`src/rowo_ram.sv`:
```
// Generic simple dual-port RAM, one write port, one registered read port.
module rowo_ram #(
  parameter int WIDTH = 8,
  parameter int DEPTH = 256,
  localparam int AW = $clog2(DEPTH)
) (
  input  logic             clk,
  input  logic             we,
  input  logic [AW-1:0]    waddr,
  input  logic [WIDTH-1:0] wdata,
  input  logic [AW-1:0]    raddr,
  output logic [WIDTH-1:0] rdata
);

  logic [WIDTH-1:0] mem [DEPTH];

  always_ff @(posedge clk) begin
    if (we) begin
      mem[waddr] <= wdata;
    end
  end

  always_ff @(posedge clk) begin
    rdata <= mem[raddr];
  end

endmodule

```
`config.mk`:
```
export PLATFORM = sky130hd
export DESIGN_NAME = rowo_ram
export DESIGN_NICKNAME = d
export VERILOG_FILES = /design/src/rowo_ram.sv
export SDC_FILE = /design/constraint.sdc
export NUM_CORES = 2
export LEC_CHECK = 0
export ABC_AREA = 0
export BUFFER_PORTS_ARGS = -buffer_cell sky130_fd_sc_hd__buf_2
export CAP_MARGIN = 30
export CORE_ASPECT_RATIO = 0.5
export CORE_MARGIN = 5
export CORE_UTILIZATION = 50
export CTS_CLUSTER_DIAMETER = 200
export DETAILED_ROUTE_END_ITERATION = 7
export GPL_TIMING_DRIVEN = 0
export PLACE_DENSITY_LB_ADDON = 0.2
export SETUP_SLACK_MARGIN = 0.3
export SLEW_MARGIN = 20
export SYNTH_ARGS = -nofsm -noshare
export SYNTH_HDL_FRONTEND = slang
export SYNTH_SLANG_ARGS = --single-unit
```
`constraint.sdc`:
```
create_clock -name clk -period 3.17 [get_ports clk]
set_clock_uncertainty 0.1 [all_clocks]
set_input_delay 0.7925 -clock clk [delete_from_list [all_inputs] [get_ports clk]]
set_output_delay 0.7925 -clock clk [all_outputs]
set_load 0.005 [all_outputs]
```
# After elaboration in Yosys (flattened, before gate mapping)
# Memories as Yosys holds them, arrays and structs flattened. A register that Yosys moved wholly into a read port is not among the register bits.
# Index checks and enable logic that the tools add are counted.
[totals]
ff_bits = 0
ramBits = 2048
in_bits = 26
out_inout_bits = 8
wordCells = 3
mem_count = 1
[memory_table]
columns = ["name", "words", "word_bits", "rd", "rd_clocked_by_memory_dff", "wr", "line", "rtl"]
rows = [
  ["mem", 256, 8, 1, 1, 1, "15", "logic [WIDTH-1:0] mem [DEPTH];"],
]
[op_classes]
n_mux = 2
[op_table]
columns = ["operator", "n"]
rows = [
  ["1-bit two-way mux", 2],
]

# Logic depth before layout (Yosys ltp)
[depth]
depth_word = 2
depth_mapped = 11
ltp_nobuf = 6

# Worst setup path after synthesis
# Ideal clock, no wire load.
[synth_path]
path_type = "input-to-reg"
start = "input raddr[0]"
end = "register rdata[2], read port of mem"
setup_time_ps = 131
arrival_time_ps = 2599
t_required_ps = 2939
slack_ps = 340
stages = 9
path_buffers = 4
path_cell_list = "buf_6 > buf_12 > buf_8 > buf_2 > mux4_2 > a22oi_1 > a21oi_1 > nor4_1 > nor4_2"
[synth_rtl]
columns = ["item", "line", "rtl"]
rows = [
  ["from (decl)", "11", "input logic [AW-1:0] raddr,"],
  ["to (decl)", "12", "output logic [WIDTH-1:0] rdata"],
]

# Worst setup path after layout
[layout_path]
start = "input waddr[4]"
end = "memory mem[78][6] (enable)"
[layout_rtl]
columns = ["item", "line", "rtl"]
rows = [
  ["from (decl)", "9", "input logic [AW-1:0] waddr,"],
  ["to (decl)", "15", ""],
]
# No word-level cell before the write port.

==> reports/results.tsv <==
metric	value	unit
most frequent cells in the layout	edfxtp_1 (2048), mux4_2 (454), clkbuf_16 (181)	
Final Cycle Share	98.9	%
most common cell after layout, fill and taps aside	edfxtp_1	
Worst Path Max Fanout	10	
Post-Synthesis Cells	3733	
Final Cell Area	0.0916	mm2
Ports	34	
worst min path class	input pin to flop	
unrepaired setup endpoints after global routing	yes	
design internal power	42.8	mW
largest family of logic cells by synthesized area	multiplexers	
area grow syn2layout	15.2	%
Clock power frac	39.3	%
Worst Path Buf+Inv	2	
WL final	241	mm
fin crit period	3.13	ns
via count	42200	
clock root buffer	clkbuf_16	
xor-xnor portion of the synthesized cell area	0	%
R2R depth	6	
Synth Area per Inst	21.3	um2
Clock Latency Late Sink	0.82	ns
Async S/R FF share, synth	0	%
reg2reg end	rdata[3]	
critical path's top delay family	simple AND/OR/NAND/NOR gates	
CTS Buf Count	179	
Final ANT Viol Nets	0	
DR WL/cell	38.4	um
largest net degree at the start of global routing	133	
vias in the first global route	40900	
data required time at the worst endpoint	3.52	ns
Psw	12.5	mW
Synth Area in Compound Gates	3.42	%
critical path startpoint category	input pin	
critical path, cell by cell	buf_2, nor2_1, nand2_1, clkbuf_1, nor2_1	
critical setup path kind	input pin to flop	
Starting Density	50.4	%
fillers	11300	
dpl hpwl	162	mm
total core area	0.158	mm2
WP depth	5	
Tot Pwr	55.3	mW
clock tree sinks	2056	
Cell Area, Placed	0.0834	mm2
Die ar.	0.168	mm2
launching point of the worst reg2reg path	mem[83][3]	
area share of fa/ha/maj cells after synthesis	0	%
CTS tree	built	
fmax	0.319	GHz
share of cells above drive strength 1	31.2	%
slowest CP cell	nor2_1	
drt initial violations	6370	
Comb pwr share	6.5	%
Worst R2R Setup Slack	0.49	ns
syn nets	3759	
most frequent CP cell	nor2_1	
final worst-path setup slack	0.0358	ns
H-tree levels	4	
VDD IR-drop max	0.576	mV
Place WS	-2.14	ns
multiplexer share of the synthesized area	14.6	%
Total GRT Usage	28.5	%
gpl congestion	0.941	
DRT Pass-1 Iters	6	
antenna violations before repair	16	
Post-Synth Simple-Gate Area	2.63	%
PortBufs	26	
Final Slew Violations	0	
Netlist cell types	55	
Seq/Total Area, Yosys	77.5	%
first-pass GRT wire length	329	mm
synth warn	0	
relative slew slack	17.9	%
Cell Area, Synth	0.0796	mm2
Overflow after GRT	0	
Die X	574	um
share of power burned in registers	54.2	%
DRC	0	
Critical Path Source	waddr[4]	
critical path arrival	3.48	ns
number of synthesized flops with an enable pin	2048	
Rows	103	
Setup crit end kind	flop	
Final Net Count	4054	
run status	finished clean	
Yosys reg bits	2056	
prevailing post-synth register cell	edfxtp_1	
sw frac	22.6	%
Crit path largest cell delay	0.78	ns
Worst Setup EP	mem[78][6]	
max-cap violations	0	
leakage	28.2	nW
Clock transition at path regs	0.07	ns
Worst Tran Pin Value	1.23	ns
# hold bufs at CTS	0	
final setup violating endpoints	0	
Die H	292	um
Max clock buf depth	3	
Avg Vias per Cell	6.73	
PD cells	604	mW/mm2
final hold violations	0	
-- sequential cells by signal, summed over array words and instances (netlist names) --
register and count:
mem 2048, rdata 8
-- power groups by stage --
stage               clock [mW]  combinational (mW)  sequential [mW]
floorplan                    0                1.46             30.6
global placement             0                3.02             30.7
detailed placement           0                3.19             30.6
CTS                       21.8                3.44             30.0
global route              23.0                3.67             30.0
finish                    21.7                3.61             30.0
-- cells in the mapped netlist (2+ instances only) --
| master | n | area share [%] |
|---|---|---|
| o211ai_1 | 10 | 0.094 |
| a221oi_1 | 13 | 0.14 |
| edfxtp_1 | 2048 | 77 |
| a31oi_1 | 2 | 0.016 |
| a2111oi_1 | 2 | 0.025 |
| nor2b_1 | 31 | 0.24 |
| nand2b_1 | 8 | 0.063 |
| a2111oi_0 | 2 | 0.022 |
| dfxtp_1 | 8 | 0.20 |
| nand3b_1 | 2 | 0.019 |
| buf_2 | 31 | 0.20 |
| o221ai_1 | 46 | 0.51 |
| nand4_1 | 10 | 0.079 |
| o22a_1 | 5 | 0.055 |
| a21oi_1 | 96 | 0.60 |
| buf_12 | 8 | 0.20 |
| a211oi_1 | 16 | 0.15 |
| mux4_1 | 2 | 0.066 |
| clkbuf_1 | 111 | 0.52 |
| nor4_2 | 3 | 0.047 |
| and3b_1 | 2 | 0.022 |
| o21ai_0 | 10 | 0.063 |
| nor3_1 | 22 | 0.14 |
| a22o_1 | 8 | 0.088 |
| buf_6 | 21 | 0.30 |
| nor2_1 | 282 | 1.3 |
| a22oi_1 | 133 | 1.3 |
| and2_1 | 6 | 0.047 |
| o21ai_1 | 2 | 0.013 |
| buf_4 | 27 | 0.25 |
| mux2i_1 | 134 | 1.7 |
| o22ai_1 | 28 | 0.22 |
| nor4_1 | 24 | 0.19 |
| buf_8 | 13 | 0.25 |
| nand2_1 | 33 | 0.16 |
| o32ai_1 | 4 | 0.044 |
| a311oi_1 | 2 | 0.022 |
| or2_2 | 4 | 0.031 |
| mux4_2 | 454 | 13 |
| nand3_1 | 34 | 0.21 |
| buf_1 | 22 | 0.10 |
-- worst min-delay path by stage --
stage               startpoint     endpoint  slack (ns)  cells past startpoint
floorplan           mem[40][3]     rdata[3]        0.67                      6
global placement      rdata[6]     rdata[6]        1.07                      1
detailed placement    wdata[3]  mem[130][3]        1.04                      1
CTS                   wdata[3]  mem[166][3]        0.17                      1
global route          wdata[3]  mem[174][3]        0.20                      1
finish                wdata[3]  mem[166][3]        0.22                      1
-- per-stage QoR --
stage                     instances  util, %  hold slack, ns  setup TNS (ns)
final                          6279     58.0           0.222               0
after global routing           6275     58.0           0.201               0
after CTS                      6259     57.5           0.167               0
after detailed placement       5917     52.8            1.04        -1275.26
after global placement         5859     52.1            1.07        -5692.97
after floorplan                3733        -           0.670               0
-- logic make-up (layout without fill, tap and decap cells) --
family,count (synthesis),in the layout
muxes,591,591
buffers and inverters,235,675
other,0,6
and+or+nand+nor,466,466
AOI/OAI and AO/OA,385,385
DFF,2056,2056
-- final cells by class --
cell class	instances	area, um2	area share [%]
antenna	6	15.0	0.0164
buffer	232	2090	2.28
clock buffer	219	4690	5.12
clock inverter	107	1010	1.10
inverter	2	8.76	0.00956
multi-input combinational	1442	18100	19.8
sequential	2056	61700	67.3
tap	2100	2630	2.87
timing repair buffer	115	1400	1.53
-- repair_timing --
item | CTS | global route
endpoints found under the setup margin | 1166 | 1014
pin swaps | 16 | 15
cloned | 0 | 0
gates resized for setup | 403 | 193
setup buffers | 17 | 2
-- per-layer routing --
layer  share of wire [%]  wire [um]  GRT usage [%]  vias to the layer above
met2                  43     104000           40.3                     2953
met4                 3.8       9150           10.5                        0
met5                   0          0              0                        -
met1                  38      92600           41.0                    22500
li1                    -          -              -                    16300
met3                  15      35300           10.6                      418
No activity file was read; power rests on OpenSTA's default activity.
