**config.mk**
```make
export PLATFORM = sky130hd
export DESIGN_NAME = rowo_ctrl
export DESIGN_NICKNAME = d
export VERILOG_FILES = /design/src/rowo_pkg.sv /design/src/rowo_ctrl.sv
export SDC_FILE = /design/constraint.sdc
export NUM_CORES = 1
export LEC_CHECK = 0
export ABC_CLOCK_PERIOD_IN_PS = 3000
export BUFFER_PORTS_ARGS = -buffer_cell sky130_fd_sc_hd__buf_2
export CORE_UTILIZATION = 46
export DETAILED_ROUTE_END_ITERATION = 6
export PLACE_DENSITY = 0.71
export SYNTH_ARGS = -nofsm -noshare
export SYNTH_HDL_FRONTEND = slang
export SYNTH_SLANG_ARGS = --single-unit
```
**constraint.sdc**
```tcl
create_clock -name clk -period 3 [get_ports clk]
set_clock_uncertainty 0.1 [all_clocks]
set_input_delay 0.45 -clock clk [delete_from_list [all_inputs] [get_ports clk]]
set_output_delay 0.45 -clock clk [all_outputs]
set_load 0.005 [all_outputs]
```
**src/rowo_pkg.sv**
```systemverilog
// Shared types and constants for the write-once overlay byte store.
package rowo_pkg;

  // Store geometry
  localparam int STORE_DEPTH = 65536;
  localparam int ADDR_W      = $clog2(STORE_DEPTH);
  localparam int LEN_W       = $clog2(STORE_DEPTH + 1);

  // Beat field widths
  localparam int MODE_W    = 2;
  localparam int IN_ADDR_W = 16;
  localparam int DATA_W    = 8;
  localparam int STATUS_W  = 3;
  localparam int MAP_W     = 17;
  localparam int CNT_W     = 32;

  localparam logic [MAP_W-1:0] MAP_MAX = MAP_W'(65536);

  typedef enum logic [MODE_W-1:0] {
    MODE_TEMPLATE = 2'd0,
    MODE_PAD      = 2'd1,
    MODE_OVERLAY  = 2'd2,
    MODE_READ     = 2'd3
  } mode_t;

  typedef enum logic [STATUS_W-1:0] {
    STAT_TEMPLATE = 3'd0,
    STAT_PADDED   = 3'd1,
    STAT_WRITTEN  = 3'd2,
    STAT_SAME     = 3'd3,
    STAT_CONFLICT = 3'd4,
    STAT_READ     = 3'd5
  } status_t;

  typedef enum logic [2:0] {
    S_CLEAR,
    S_IDLE,
    S_LOOK,
    S_PAD,
    S_PAD_END
  } state_t;

  // Memory port requests from the sequencer
  typedef struct packed {
    logic              mark_we;
    logic [ADDR_W-1:0] mark_waddr;
    logic              mark_wdata;
    logic [ADDR_W-1:0] mark_raddr;
    logic              byte_we;
    logic [ADDR_W-1:0] byte_waddr;
    logic [DATA_W-1:0] byte_wdata;
    logic [ADDR_W-1:0] byte_raddr;
  } mem_req_t;

  // Finished item from the sequencer
  typedef struct packed {
    logic              valid;
    status_t           status;
    logic [DATA_W-1:0] data;
    logic              map_inc;
    logic              conf_inc;
  } res_t;

endpackage

```
**src/rowo_ctrl.sv**
```systemverilog
// Sequencer: mark clearing, template append, padding walk, overlay and read.
module rowo_ctrl (
  input  logic                          clk,
  input  logic                          rst,
  input  logic                          start,
  input  logic [rowo_pkg::MODE_W-1:0]   mode,
  input  logic [rowo_pkg::IN_ADDR_W-1:0] address,
  input  logic [rowo_pkg::DATA_W-1:0]   data_in,
  output logic                          busy,
  input  logic                          mark_rdata,
  input  logic [rowo_pkg::DATA_W-1:0]   byte_rdata,
  output rowo_pkg::mem_req_t            mem,
  output rowo_pkg::res_t                res
);
  import rowo_pkg::*;

  localparam logic [ADDR_W-1:0] LAST_ADDR = ADDR_W'(STORE_DEPTH - 1);
  localparam logic [LEN_W-1:0]  FULL_LEN  = LEN_W'(STORE_DEPTH);
  localparam logic [IN_ADDR_W:0] ADDR_LIM = (IN_ADDR_W + 1)'(STORE_DEPTH);

  state_t state, state_next;

  // Latched beat
  mode_t                op_mode;
  logic [IN_ADDR_W-1:0] op_addr;
  logic [DATA_W-1:0]    op_data;

  // Template length and pad walk
  logic [LEN_W-1:0]  tmpl_len, tmpl_len_next;
  logic [LEN_W-1:0]  pad_idx;
  logic [ADDR_W-1:0] pad_ptr;
  logic [ADDR_W-1:0] pad_wr;
  logic              pad_pend;
  logic              pad_issue;
  logic [ADDR_W-1:0] clr_idx;

  logic accept;
  logic op_oor;
  logic tmpl_room;

  assign accept    = start && (state == S_IDLE);
  assign op_oor    = {1'b0, op_addr} >= ADDR_LIM;
  assign tmpl_room = tmpl_len < FULL_LEN;
  assign pad_issue = (state == S_PAD) && (pad_idx < FULL_LEN);
  assign busy      = (state != S_IDLE);

  // State register
  always_ff @(posedge clk) begin
    if (rst) begin
      state <= S_CLEAR;
    end else begin
      state <= state_next;
    end
  end

  // Control registers
  always_ff @(posedge clk) begin
    if (rst) begin
      tmpl_len <= '0;
      clr_idx  <= '0;
      pad_pend <= 1'b0;
    end else begin
      tmpl_len <= tmpl_len_next;
      pad_pend <= pad_issue;
      if (state == S_CLEAR) begin
        clr_idx <= clr_idx + 1'b1;
      end
    end
  end

  // Beat capture and pad pointers
  always_ff @(posedge clk) begin
    if (accept) begin
      op_mode <= mode_t'(mode);
      op_addr <= address;
      op_data <= data_in;
      pad_idx <= tmpl_len;
      pad_ptr <= '0;
    end else if (pad_issue) begin
      pad_idx <= pad_idx + 1'b1;
      if (tmpl_len != '0) begin
        // wrap the template pointer at the template length
        if (LEN_W'(pad_ptr) + 1'b1 == tmpl_len) begin
          pad_ptr <= '0;
        end else begin
          pad_ptr <= pad_ptr + 1'b1;
        end
      end
    end
    pad_wr <= pad_idx[ADDR_W-1:0];
  end

  // Next state, memory requests and results
  always_comb begin
    state_next     = state;
    tmpl_len_next  = tmpl_len;
    mem            = '0;
    res            = '0;
    res.status     = STAT_TEMPLATE;
    unique case (state)
      S_CLEAR: begin
        mem.mark_we    = 1'b1;
        mem.mark_waddr = clr_idx;
        mem.mark_wdata = 1'b0;
        if (clr_idx == LAST_ADDR) begin
          state_next = S_IDLE;
        end
      end
      S_IDLE: begin
        if (mode_t'(mode) == MODE_TEMPLATE) begin
          mem.mark_raddr = tmpl_len[ADDR_W-1:0];
          mem.byte_raddr = tmpl_len[ADDR_W-1:0];
        end else begin
          mem.mark_raddr = address[ADDR_W-1:0];
          mem.byte_raddr = address[ADDR_W-1:0];
        end
        if (start) begin
          state_next = (mode_t'(mode) == MODE_PAD) ? S_PAD : S_LOOK;
        end
      end
      S_LOOK: begin
        state_next = S_IDLE;
        res.valid  = 1'b1;
        unique case (op_mode)
          MODE_TEMPLATE: begin
            res.status = STAT_TEMPLATE;
            if (tmpl_room) begin
              tmpl_len_next  = tmpl_len + 1'b1;
              mem.byte_we    = !mark_rdata;
              mem.byte_waddr = tmpl_len[ADDR_W-1:0];
              mem.byte_wdata = op_data;
            end
          end
          MODE_OVERLAY: begin
            priority if (op_oor) begin
              res.status = STAT_CONFLICT;
            end else if (!mark_rdata) begin
              res.status     = STAT_WRITTEN;
              res.map_inc    = 1'b1;
              mem.byte_we    = 1'b1;
              mem.byte_waddr = op_addr[ADDR_W-1:0];
              mem.byte_wdata = op_data;
              mem.mark_we    = 1'b1;
              mem.mark_waddr = op_addr[ADDR_W-1:0];
              mem.mark_wdata = 1'b1;
            end else if (byte_rdata == op_data) begin
              res.status = STAT_SAME;
            end else begin
              res.status   = STAT_CONFLICT;
              res.conf_inc = 1'b1;
            end
          end
          MODE_READ: begin
            res.status = STAT_READ;
            res.data   = op_oor ? '0 : byte_rdata;
          end
          MODE_PAD: begin
            res.status = STAT_PADDED;
          end
        endcase
      end
      S_PAD: begin
        // read mark of the target and template byte, write in the following cycle
        mem.mark_raddr = pad_idx[ADDR_W-1:0];
        mem.byte_raddr = pad_ptr;
        mem.byte_we    = pad_pend && !mark_rdata;
        mem.byte_waddr = pad_wr;
        mem.byte_wdata = (tmpl_len == '0) ? '0 : byte_rdata;
        if (!pad_issue) begin
          state_next = S_PAD_END;
        end
      end
      S_PAD_END: begin
        state_next    = S_IDLE;
        tmpl_len_next = FULL_LEN;
        res.valid     = 1'b1;
        res.status    = STAT_PADDED;
      end
      default: begin
        state_next = S_IDLE;
      end
    endcase
  end

`ifndef SYNTHESIS
  a_len_bound: assert property (@(posedge clk) disable iff (rst)
    tmpl_len <= FULL_LEN)
    else $error("template length past store depth");

  a_pad_no_template_hit: assert property (@(posedge clk) disable iff (rst)
    (state == S_PAD && mem.byte_we) |-> (LEN_W'(mem.byte_waddr) >= tmpl_len))
    else $error("pad write lands inside the template");

  a_clear_no_byte_write: assert property (@(posedge clk) disable iff (rst)
    (state == S_CLEAR) |-> !mem.byte_we)
    else $error("byte write during mark clearing");

  a_pad_entry: assert property (@(posedge clk) disable iff (rst)
    (accept && mode_t'(mode) == MODE_PAD) |=> (state == S_PAD))
    else $error("pad beat did not start the walk");

  a_single_result: assert property (@(posedge clk) disable iff (rst)
    res.valid |=> !res.valid)
    else $error("back to back results from one beat");
`endif

endmodule

```
# Word-level counts from Yosys, hierarchy flattened
# Cells that the tools add are included.
# classes
n_addsub	5
order_cmp	2
n_eq_ne	17
muxes	32
n_reduce_logical	14
# op_table
op	count
25-bit one-hot mux with 2 select lines	2
17-bit 2-to-1 mux	4
16-bit one-hot mux with 2 select lines	2
25-bit 2-to-1 mux	2
18-bit 2-to-1 mux	2
18-bit one-hot mux with 2 select lines	1
17-bit by 1-bit adder with 17-bit output, second input constant	2
17-bit less-than comparator, second input constant	2
17-bit one-hot mux with 2 select lines	1
16-bit by 1-bit adder with 16-bit output, second input constant	2
16-bit 2-to-1 mux	2
16-bit by 1-bit adder with 17-bit output, second input constant	1
17-bit == test	1
17-bit zero test	1
17-bit nonzero test	1
16-bit == test, second input constant	1
8-bit 2-to-1 mux	2
3-bit 2-to-1 mux	5
3-bit one-hot mux with 4 select lines	1
10-bit 2-to-1 mux	1
3-bit one-hot mux with 3 select lines	1
8-bit == test	1
4-bit one-hot mux with 2 select lines	1
3-bit by 2-bit == test with 1-bit output, second input constant	2
16 further kinds	29
# word_totals
regBits	112
in_bits	38
output_inout_bits	90

# Logic depth before layout (Yosys ltp)
# Gate-level depths: netlist (run 1).
# depth
depth_word	5
depth_mapped	10
ltp_nobuf	8

# Worst setup path after synthesis (run 1)
# No wires, ideal clock.
# synth_timing
path_type	flip-flop to output port
from	register state[0]
to	output mem[25] (netlist bit)
t_arrival_ps	1835
t_required_ps	2450
path_slack_ps	615
path_stages_with_launch	9
path_cell_list	dfxtp_1 -> clkbuf_1 -> nor2b_1 -> and2_1 -> clkbuf_1 -> clkbuf_1 -> buf_1 -> nand2_1 -> o21ai_0
# synth_lines
element	line_no	text
from (decl)	rowo_ctrl.sv:21	state_t state, state_next;
from (signal assigned)	rowo_ctrl.sv:52	state <= state_next;
to (decl)	rowo_ctrl.sv:12	output rowo_pkg::mem_req_t mem,

==> flow_metrics.env, run 1 <==
export IMPL_peakVddDrop_v=0.000360
export IMPL_cts_root_buffer="clkbuf_16"
export IMPL_grt_pass1_wl_mm=29.9
export IMPL_drc=0
export IMPL_fin_crit_ns=2.80
export IMPL_tightest_slew_ns=0.566
export IMPL_clkSinkCount=112
export IMPL_syn_inst=730
export IMPL_ys_seq_area_share_pct=41.7
export IMPL_netlist_area_mm2=0.00640
export IMPL_p_per_area_mw_per_mm2=431
export IMPL_rows=42
export IMPL_hold_viol=0
export IMPL_holdPathStages=1
export IMPL_die_area_mm2=0.0144
export IMPL_layout_cells_non_filler=1011
export IMPL_crit_fanout=8
export IMPL_grtUsageTotal_pct=27.4
export IMPL_finalSetupViolations=0
export IMPL_ctsLongestPathBuffers=2
export IMPL_gr_max_usage_layer="met2"
export IMPL_leakagePower_uw=0.00319
export IMPL_dieHeight_um=120
export IMPL_avgRoutedWirePerCell_um=19.8
export IMPL_slew_headroom_pct=61.9
export IMPL_finalMaxSlewViolations=0
export IMPL_cap_violations=0
export IMPL_grt_pass1_vias=5304
export IMPL_cts_setup_buffers=0
export IMPL_crit_path_start_kind="flop"
export IMPL_arrival_ns=2.25
export IMPL_end_kind="primary output"
export IMPL_place_inst=995
export IMPL_min_to="op_data[6]"
export IMPL_syn_avg_cell_area_um2=8.77
export IMPL_numCtsBuffers=9
export IMPL_yosysUniqueCellTypes=59
export IMPL_final_layout_size_suffix_gt1_share_pct=22.5
export IMPL_place_congestion=0.909
export IMPL_r2r_end="pad_ptr[13]"
export IMPL_synth_edff_count=43
export IMPL_hpwl_mm=14.5
export IMPL_r2r_start="pad_ptr[0]"
export IMPL_vias=6019
export IMPL_syn_to_final_growth_pct=17.5
export IMPL_ff2ff_path_depth=8
export IMPL_htree_num_levels=3
export IMPL_met2_usage_pct=40.3
export IMPL_rsz0062_at_grt="false"
export IMPL_antenna_found_initial=0
export IMPL_use_met1_pct=38.5
export IMPL_die_w_um=120
export IMPL_r2r_setup_slack_ns=0.41
export IMPL_synth_seq_cells=112
export IMPL_min_from="data_in[6]"
export IMPL_status="finished clean"
export IMPL_core_mm2=0.0134
export IMPL_synthArstFlopShare_pct=0
export IMPL_path_clk_slew_ns=0.07
export IMPL_syn_num_nets=773
export IMPL_ant_nets=0
export IMPL_hp_class="primary input to flop"
export IMPL_vias_per_cell=5.95
export IMPL_fmax_mhz=358
export IMPL_fin_crit_sh_pct=93.2
export IMPL_drtIter0Drc=799
export IMPL_grt_overflow_total=0
export IMPL_cp_required_ns=2.45
export IMPL_io_pins=128
export IMPL_n_antenna_cell=0
export IMPL_insertion_delay_ns=0.36
export IMPL_met3_usage_pct=8.17
export IMPL_wirelength_mm=20.0
export IMPL_first_pass_iters=5
export IMPL_io_buffer_count=127
export IMPL_grt_max_degree=68
export IMPL_fin_tns_setup_ns=0
export IMPL_ys_warn_count=0
export IMPL_start_util_pct=47.8
export IMPL_cts_tree="done"
export IMPL_ys_flop_type="dfxtp_1"
export IMPL_crit_type="flop to primary output"
export IMPL_num_nets_final=873
## cell type report
type	count	area (um^2)
clock buffer	11	254
clock inverter	5	62.6
fill	1206	5880
inverter	11	41.3
multi-input combinational	547	3450
sequential	112	2670
tap	176	220
timing repair buffer	149	826
## layout by cell type, fill, tap and decap left out, drive strengths merged, types with 2 or more instances in the layout
cell type	synthesis	final
a211oi	14	14
a21o	32	32
a21oi	29	29
a22o	16	16
a22oi	17	17
a32o	7	7
a41oi	3	3
and2	10	10
and3	17	17
and4	2	2
buf	23	149
clkbuf	37	11
clkinvlp	0	2
dfxtp	69	69
edfxtp	43	43
ha	5	5
inv	11	12
mux2i	2	2
nand2	98	98
nand2b	5	5
nand3	30	30
nand3b	3	3
nand4	18	18
nand4bb	2	2
nor2	57	57
nor2b	4	4
nor3	12	12
nor3b	3	3
nor4	13	13
o21ai	46	46
or3	8	8
xnor2	32	32
xor2	48	48
## sequential cells by signal (all words and copies together) (netlist names)
register  count
clr_idx      16
op_addr      16
op_data       8
op_mode       2
pad_idx      17
pad_pend      1
pad_ptr      16
pad_wr       16
state         3
tmpl_len     17
## layer usage
metal	part of all wire, %	vias up
met2	43	344
met1	43	2857
met4	2.2	0
met5	0	-
met3	11	29
li1	-	2789
## power by group
part	switching, uW	internal, uW	total [uW]
Combinational	147	121	268
Clock	572	704	1280
Sequential	87.2	1610	1700
Total	805	2440	3240
## how the worst max path moves through the flow
stage / cells past startpoint / to / slack [ns] / startpoint
final: 6 / mem[18] / 0.20 / tmpl_len[1]
after global routing: 6 / mem[18] / 0.12 / tmpl_len[1]
after CTS: 5 / mem[49] / 0.08 / state[0]
after detailed placement: 6 / mem[21] / 0.31 / tmpl_len[1]
after global placement: 6 / mem[21] / 0.44 / tmpl_len[1]
after floorplan: 8 / mem[25] / 0.62 / state[0]
## synth_stat cells (all sizes together), types with 3 or more instances
library cell,instances,share of area [%]
xnor2,32,4.4
inv,11,0.64
o21ai,46,3.8
nor4,13,1.5
a22oi,17,2.0
and3,17,1.7
buf,23,2.3
nor3,12,1.0
xor2,48,6.6
nand4,18,2.1
nand3b,3,0.35
a41oi,3,0.41
nor2b,4,0.39
nor2,57,3.3
a21oi,29,2.3
a32o,7,1.1
nand2,98,5.7
nand3,30,2.4
nand2b,5,0.49
a211oi,14,1.7
or3,8,0.78
edfxtp,43,20
a22o,16,2.2
nor3b,3,0.35
dfxtp,69,22
a21o,32,3.8
clkbuf,37,2.2
ha,5,0.98
and2,10,0.98
## critical path, stage by stage, from the launching register on
cell and delay, ns:
dfxtp_1 0.42, inv_1 0.19, ha_1 0.18, nor4b_2 0.34, a41oi_2 0.35, a22o_1 0.29, buf_2 0.12
## stage by stage
step | power (uW) | setup WS (ns) | hold slack [ns] | instance area, um^2 | utilization (%)
floorplan | 1910 | 0.615 | 0.303 | 6400 | -
detailed placement | 1990 | 0.306 | 0.344 | 7180 | 53.6
CTS | 3250 | 0.0794 | 0.166 | 7510 | 56.1
finish | 3240 | 0.204 | 0.173 | 7520 | 56.1
global placement | 1990 | 0.438 | 0.337 | 7180 | 53.6
global route | 3350 | 0.123 | 0.160 | 7520 | 56.1
## timing repair
action,in CTS,in global routing
hold buffers,0,0
endpoints found under the hold margin,0,0
resized for setup,2,4
setup endpoints to repair,8,33
## cells by family after synthesis
group | synth area share (%)
AO/OA/AOI/OAI | 18.7
multiplexers | 0.313
flip-flops | 41.7
adder cells (fa/ha/maj) | 0.977
AND/OR/NAND/NOR | 22.2
buffers and inverters | 5.10
XOR/XNOR | 10.9
No activity file was read; power rests on OpenSTA's default activity.
==> inputs of run 2 (changes only) <==
--- a/config.mk
+++ b/config.mk
@@ -5,11 +5,11 @@
 export SDC_FILE = /design/constraint.sdc
 export NUM_CORES = 1
 export LEC_CHECK = 0
-export ABC_CLOCK_PERIOD_IN_PS = 3000
+export ABC_CLOCK_PERIOD_IN_PS = 2400
 export BUFFER_PORTS_ARGS = -buffer_cell sky130_fd_sc_hd__buf_2
 export CORE_UTILIZATION = 46
 export DETAILED_ROUTE_END_ITERATION = 6
-export PLACE_DENSITY = 0.71
+export PLACE_DENSITY = 0.73
 export SYNTH_ARGS = -nofsm -noshare
 export SYNTH_HDL_FRONTEND = slang
 export SYNTH_SLANG_ARGS = --single-unit
==> constraint.sdc (replaced) <==
create_clock -name clk -period 2.4 [get_ports clk]
set_clock_uncertainty 0.1 [all_clocks]
set_input_delay 0.36 -clock clk [delete_from_list [all_inputs] [get_ports clk]]
set_output_delay 0.36 -clock clk [all_outputs]
set_load 0.005 [all_outputs]
==> flow_metrics.env, run 2 (synthesis gave the netlist of run 1 again) <==
export IMPL_status="finished clean"
export IMPL_fin_ws_ns=0.00246
export IMPL_path_clk_slew_ns=0.07
export IMPL_dieHeight_um=120
export IMPL_cpMostUsedCell="buf_12"
export IMPL_finalMaxSlewViolations=0
export IMPL_use_met1_pct=40.8
export IMPL_r2r_setup_slack_ns=0.14
export IMPL_hp_class="primary input to flop"
export IMPL_htree_num_levels=3
export IMPL_met3_usage_pct=6.18
export IMPL_seq_area_mm2=0.00268
export IMPL_design_area_mm2=0.00813
export IMPL_gr_max_usage_layer="met2"
export IMPL_rsz0062_at_grt="true"
export IMPL_arrival_ns=1.94
export IMPL_first_pass_iters=7
export IMPL_min_to="op_data[4]"
export IMPL_fin_crit_ns=2.40
export IMPL_reg_top3="pad_idx: 17 flops, tmpl_len: 17 flops"
export IMPL_ff2ff_path_depth=7
export IMPL_vias_per_cell=5.88
export IMPL_cp_required_ns=1.94
export IMPL_crit_type="flop to primary output"
export IMPL_wirelength_mm=21.0
export IMPL_insertion_delay_ns=0.36
export IMPL_hpwl_mm=15.1
export IMPL_crit_fanout=8
export IMPL_die_area_mm2=0.0144
export IMPL_critPathBufInv=3
export IMPL_io_buffer_count=127
export IMPL_worstPathCellList="nor3b_4, buf_12, buf_12, a22oi_1, o21ai_0, buf_2"
export IMPL_tightest_slew_ns=0.629
export IMPL_drtIter0Drc=728
export IMPL_grt_pass1_vias=5654
export IMPL_layout_common_cells="127 x buf_2, 98 x nand2_1, 61 x dfxtp_1, 57 x buf_4, 55 x nor2_1"
export IMPL_end_kind="primary output"
export IMPL_grt_overflow_total=0
export IMPL_io_pins=128
export IMPL_ctsLongestPathBuffers=2
export IMPL_crit_path_start_kind="flop"
export IMPL_drc=0
export IMPL_die_w_um=120
export IMPL_slew_headroom_pct=58.0
export IMPL_place_congestion=0.964
export IMPL_peakVddDrop_v=0.000570
export IMPL_p_per_area_mw_per_mm2=500
export IMPL_fmax_mhz=417
export IMPL_core_mm2=0.0134
export IMPL_multiInputGateArea_mm2=0.00363
export IMPL_final_layout_size_suffix_gt1_share_pct=29.7
export IMPL_n_antenna_cell=0
export IMPL_fillers=1177
export IMPL_leakagePower_uw=0.00349
export IMPL_cts_tree="done"
export IMPL_cpMaxStageDelayCell="edfxtp_1"
export IMPL_avgRoutedWirePerCell_um=19.9
export IMPL_fin_total_pwr_uw=4060
export IMPL_ant_nets=0
export IMPL_rows=42
export IMPL_vias=6216
export IMPL_start_util_pct=47.8
export IMPL_min_from="data_in[4]"
export IMPL_grt_max_degree=54
export IMPL_numCtsBuffers=9
export IMPL_clkSinkCount=112
export IMPL_layout_commonest_cell="buf_2"
export IMPL_cap_violations=0
export IMPL_syn_to_final_growth_pct=26.9
export IMPL_antenna_found_initial=0
export IMPL_fin_crit_sh_pct=99.9
export IMPL_path_delay_family="flip-flops"
export IMPL_place_area_mm2=0.00748
export IMPL_finalSetupViolations=0
export IMPL_utilization_pct=60.6
export IMPL_r2r_start="pad_ptr[7]"
export IMPL_met2_usage_pct=43.8
export IMPL_grtUsageTotal_pct=28.9
export IMPL_grt_pass1_wl_mm=31.4
export IMPL_holdPathStages=1
export IMPL_num_nets_final=919
export IMPL_cts_root_buffer="clkbuf_16"
export IMPL_r2r_end="pad_ptr[5]"
export IMPL_crit_path_max_incr_delay_ns=0.51
export IMPL_dp_slack_ns=-0.109
export IMPL_hold_viol=0
export IMPL_ctsHoldBuffers=0
export IMPL_fin_tns_setup_ns=0
[run 2: cell types whose count changed in the layout (fill, tap and decap cells not counted), sizes merged]
cell / delta
clkbuf: +2
inv: +3
clkinvlp: -2
bufinv: -1
buf: +44
[run 2: worst reg2reg max path, delay by kind of cell, from the launching register on]
family,cells,cell delay [ns]
AND/OR/NAND/NOR,4,1.01
AO/OA/AOI/OAI,2,0.48
flip-flops,1,0.42
buffers and inverters,1,0.16
[run 2: stage by stage]
step | hold WS, ns | std cells
6_report | 0.0803 | 1057
4_1_cts | 0.0679 | 1049
5_1_grt | 0.0608 | 1057
2_1_floorplan | 0.303 | 730
3_5_place_dp | 0.343 | 1031
3_3_place_gp | 0.332 | 1031
[run 2: where the power goes]
part	internal (uW)	switching [uW]	leakage (uW)
Sequential	2020	80.7	0.000955
Clock	787	728	0.000147
Combinational	201	247	0.00239
[run 2: cell type report]
class | count | area share, %
clock buffer | 11 | 3.13
clock inverter | 5 | 0.539
inverter | 11 | 0.508
multi-input combinational | 547 | 44.6
sequential | 112 | 33.0
tap | 176 | 2.71
timing repair buffer | 195 | 15.5
[run 2: worst max path at each step]
stage	slack, ns	cells after the start	startpoint	endpoint
finish	0.002	6	op_mode[0]	mem[32]
global route	-0.07	6	op_mode[0]	mem[25]
CTS	0.0005	5	op_mode[0]	mem[73]
detailed placement	-0.11	8	pad_ptr[1]	pad_ptr[5]
global placement	-0.02	8	pad_ptr[1]	pad_ptr[11]
floorplan	0.08	8	pad_ptr[1]	pad_ptr[10]
[run 2: layer usage]
metal / vias to the layer above / part of all wire (%)
met5: - / 0
met4: 0 / 2.1
met3: 35 / 11
met2: 388 / 44
met1: 2890 / 42
li1: 2903 / -
[run 2: what timing repair did]
action,4_1_cts,5_1_grt
pin swaps,0,6
setup buffers,2,5
setup endpoints to repair,71,76
resized for setup,18,37
cloned,0,3
==> inputs of run 3 (changes only) <==
--- a/config.mk
+++ b/config.mk
@@ -10,6 +10,7 @@
 export CORE_UTILIZATION = 46
 export DETAILED_ROUTE_END_ITERATION = 6
 export PLACE_DENSITY = 0.73
+export REMOVE_ABC_BUFFERS = 1
 export SYNTH_ARGS = -nofsm -noshare
 export SYNTH_HDL_FRONTEND = slang
 export SYNTH_SLANG_ARGS = --single-unit
==> flow_metrics.env, run 3 (synthesis gave the netlist of run 1 again) <==
export IMPL_whs_ns=0.0702
export IMPL_finalSetupViolations=5
export IMPL_grtUsageTotal_pct=26.2
export IMPL_r2r_start="pad_ptr[2]"
export IMPL_ctsLongestPathBuffers=2
export IMPL_ff2ff_path_depth=7
export IMPL_leakagePower_uw=0.00343
export IMPL_numCtsBuffers=9
export IMPL_slew_headroom_pct=58.2
export IMPL_rows=42
export IMPL_finalMaxSlewViolations=0
export IMPL_clkSinkCount=112
export IMPL_place_area_mm2=0.00742
export IMPL_avgRoutedWirePerCell_um=18.1
export IMPL_design_area_mm2=0.00797
export IMPL_die_w_um=120
export IMPL_utilization_pct=59.5
export IMPL_hpwl_mm=13.5
export IMPL_drc=0
export IMPL_fin_tns_setup_ns=-0.0368
export IMPL_peakVddDrop_v=0.000361
export IMPL_vias_per_cell=5.69
export IMPL_crit_path_start_kind="flop"
export IMPL_drtIter0Drc=664
export IMPL_n_antenna_cell=0
export IMPL_cts_root_buffer="clkbuf_16"
export IMPL_antenna_found_initial=0
export IMPL_fin_crit_ns=2.42
export IMPL_grt_pass1_wl_mm=28.9
export IMPL_r2r_setup_slack_ns=0.12
export IMPL_p_per_area_mw_per_mm2=519
export IMPL_end_kind="primary output"
export IMPL_num_nets_final=910
export IMPL_status="finished, violations left"
export IMPL_startpoint="tmpl_len[14]"
export IMPL_crit_type="flop to primary output"
export IMPL_wirelength_mm=18.9
export IMPL_grt_max_degree=41
export IMPL_cts_tree="done"
export IMPL_dieHeight_um=120
export IMPL_hp_class="primary input to flop"
export IMPL_rsz0062_at_grt="true"
export IMPL_fin_crit_sh_pct=101
export IMPL_io_buffer_count=127
export IMPL_worstSetupEndpoint="mem[16]"
export IMPL_vias=5965
export IMPL_cp_required_ns=1.94
export IMPL_ant_nets=0
export IMPL_grt_pass1_vias=5495
export IMPL_grt_overflow_total=0
export IMPL_violations="setup timing"
export IMPL_hold_viol=0
export IMPL_insertion_delay_ns=0.36
export IMPL_crit_fanout=8
export IMPL_layout_commonest_cell="buf_2"
export IMPL_layout_common_cells="127 x buf_2, 98 x nand2_1, 63 x dfxtp_1, 56 x nor2_1, 50 x buf_4"
export IMPL_place_congestion=0.888
export IMPL_tightest_slew_ns=0.627
export IMPL_syn_to_final_growth_pct=24.5
export IMPL_reg_top3="pad_idx: 17 flops, tmpl_len: 17 flops"
export IMPL_core_mm2=0.0134
export IMPL_die_area_mm2=0.0144
export IMPL_final_layout_size_suffix_gt1_share_pct=28.0
export IMPL_first_pass_iters=5
export IMPL_fin_total_pwr_uw=4130
export IMPL_io_pins=128
export IMPL_fmax_mhz=414
export IMPL_fillers=1169
export IMPL_min_from="data_in[5]"
export IMPL_fin_ws_ns=-0.0160
export IMPL_htree_num_levels=3
export IMPL_cap_violations=0
export IMPL_path_clk_slew_ns=0.07
export IMPL_arrival_ns=1.96
export IMPL_start_util_pct=47.8
export IMPL_r2r_end="pad_ptr[5]"
-- run 3: what timing repair did --
item / 4_1_cts / 5_1_grt
hold endpoints to repair: 0 / 0
gates cloned: 0 / 1
endpoints found under the setup margin: 36 / 68
hold buffers: 0 / 0
resized for setup: 13 / 22
pin swaps: 0 / 10
setup buffers: 1 / 6
-- run 3: area by class of cell --
class	instances	area, um^2	share of cell area, %
multi-input combinational	547	3540	44.5
sequential	112	2680	33.7
timing repair buffer	186	1170	14.7
clock buffer	10	229	2.87
tap	176	220	2.76
clock inverter	6	83.8	1.05
inverter	11	41.3	0.518
-- run 3: layer usage --
metal	track usage [%]	routed length, um
met1	35.3	8320
met2	42.1	9100
met3	4.37	1200
met4	9.14	304
met5	0	0
-- run 3: stage by stage --
stage / instances / worst slack (ns)
3_3_place_gp: 1024 / 0.0968
4_1_cts: 1041 / 0.0109
3_5_place_dp: 1024 / 0.0314
5_1_grt: 1048 / -0.0465
6_report: 1048 / -0.0160
2_1_floorplan: 670 / -0.811
-- run 3: worst min path at each step --
stage	endpoint	slack, ns	cells after the start
2_1_floorplan	pad_wr[14]	0.30	0
3_3_place_gp	pad_wr[9]	0.33	0
3_5_place_dp	pad_wr[15]	0.34	0
4_1_cts	op_data[6]	0.07	1
5_1_grt	op_data[2]	0.06	1
6_report	op_data[5]	0.07	1
-- run 3: critical path: stages (launching register included) --
cell,delay (ns)
dfxtp_1,0.37
buf_4,0.19
nor4_2,0.35
a41oi_1,0.17
buf_4,0.20
a22o_1,0.18
buf_2,0.13
-- run 3: report_power, final --
part | total [uW] | leakage, uW | switching (uW) | internal (uW)
clock | 1630 | 0.000156 | 718 | 913
sequential | 2090 | 0.000956 | 69.9 | 2020
combinational | 418 | 0.00232 | 227 | 192
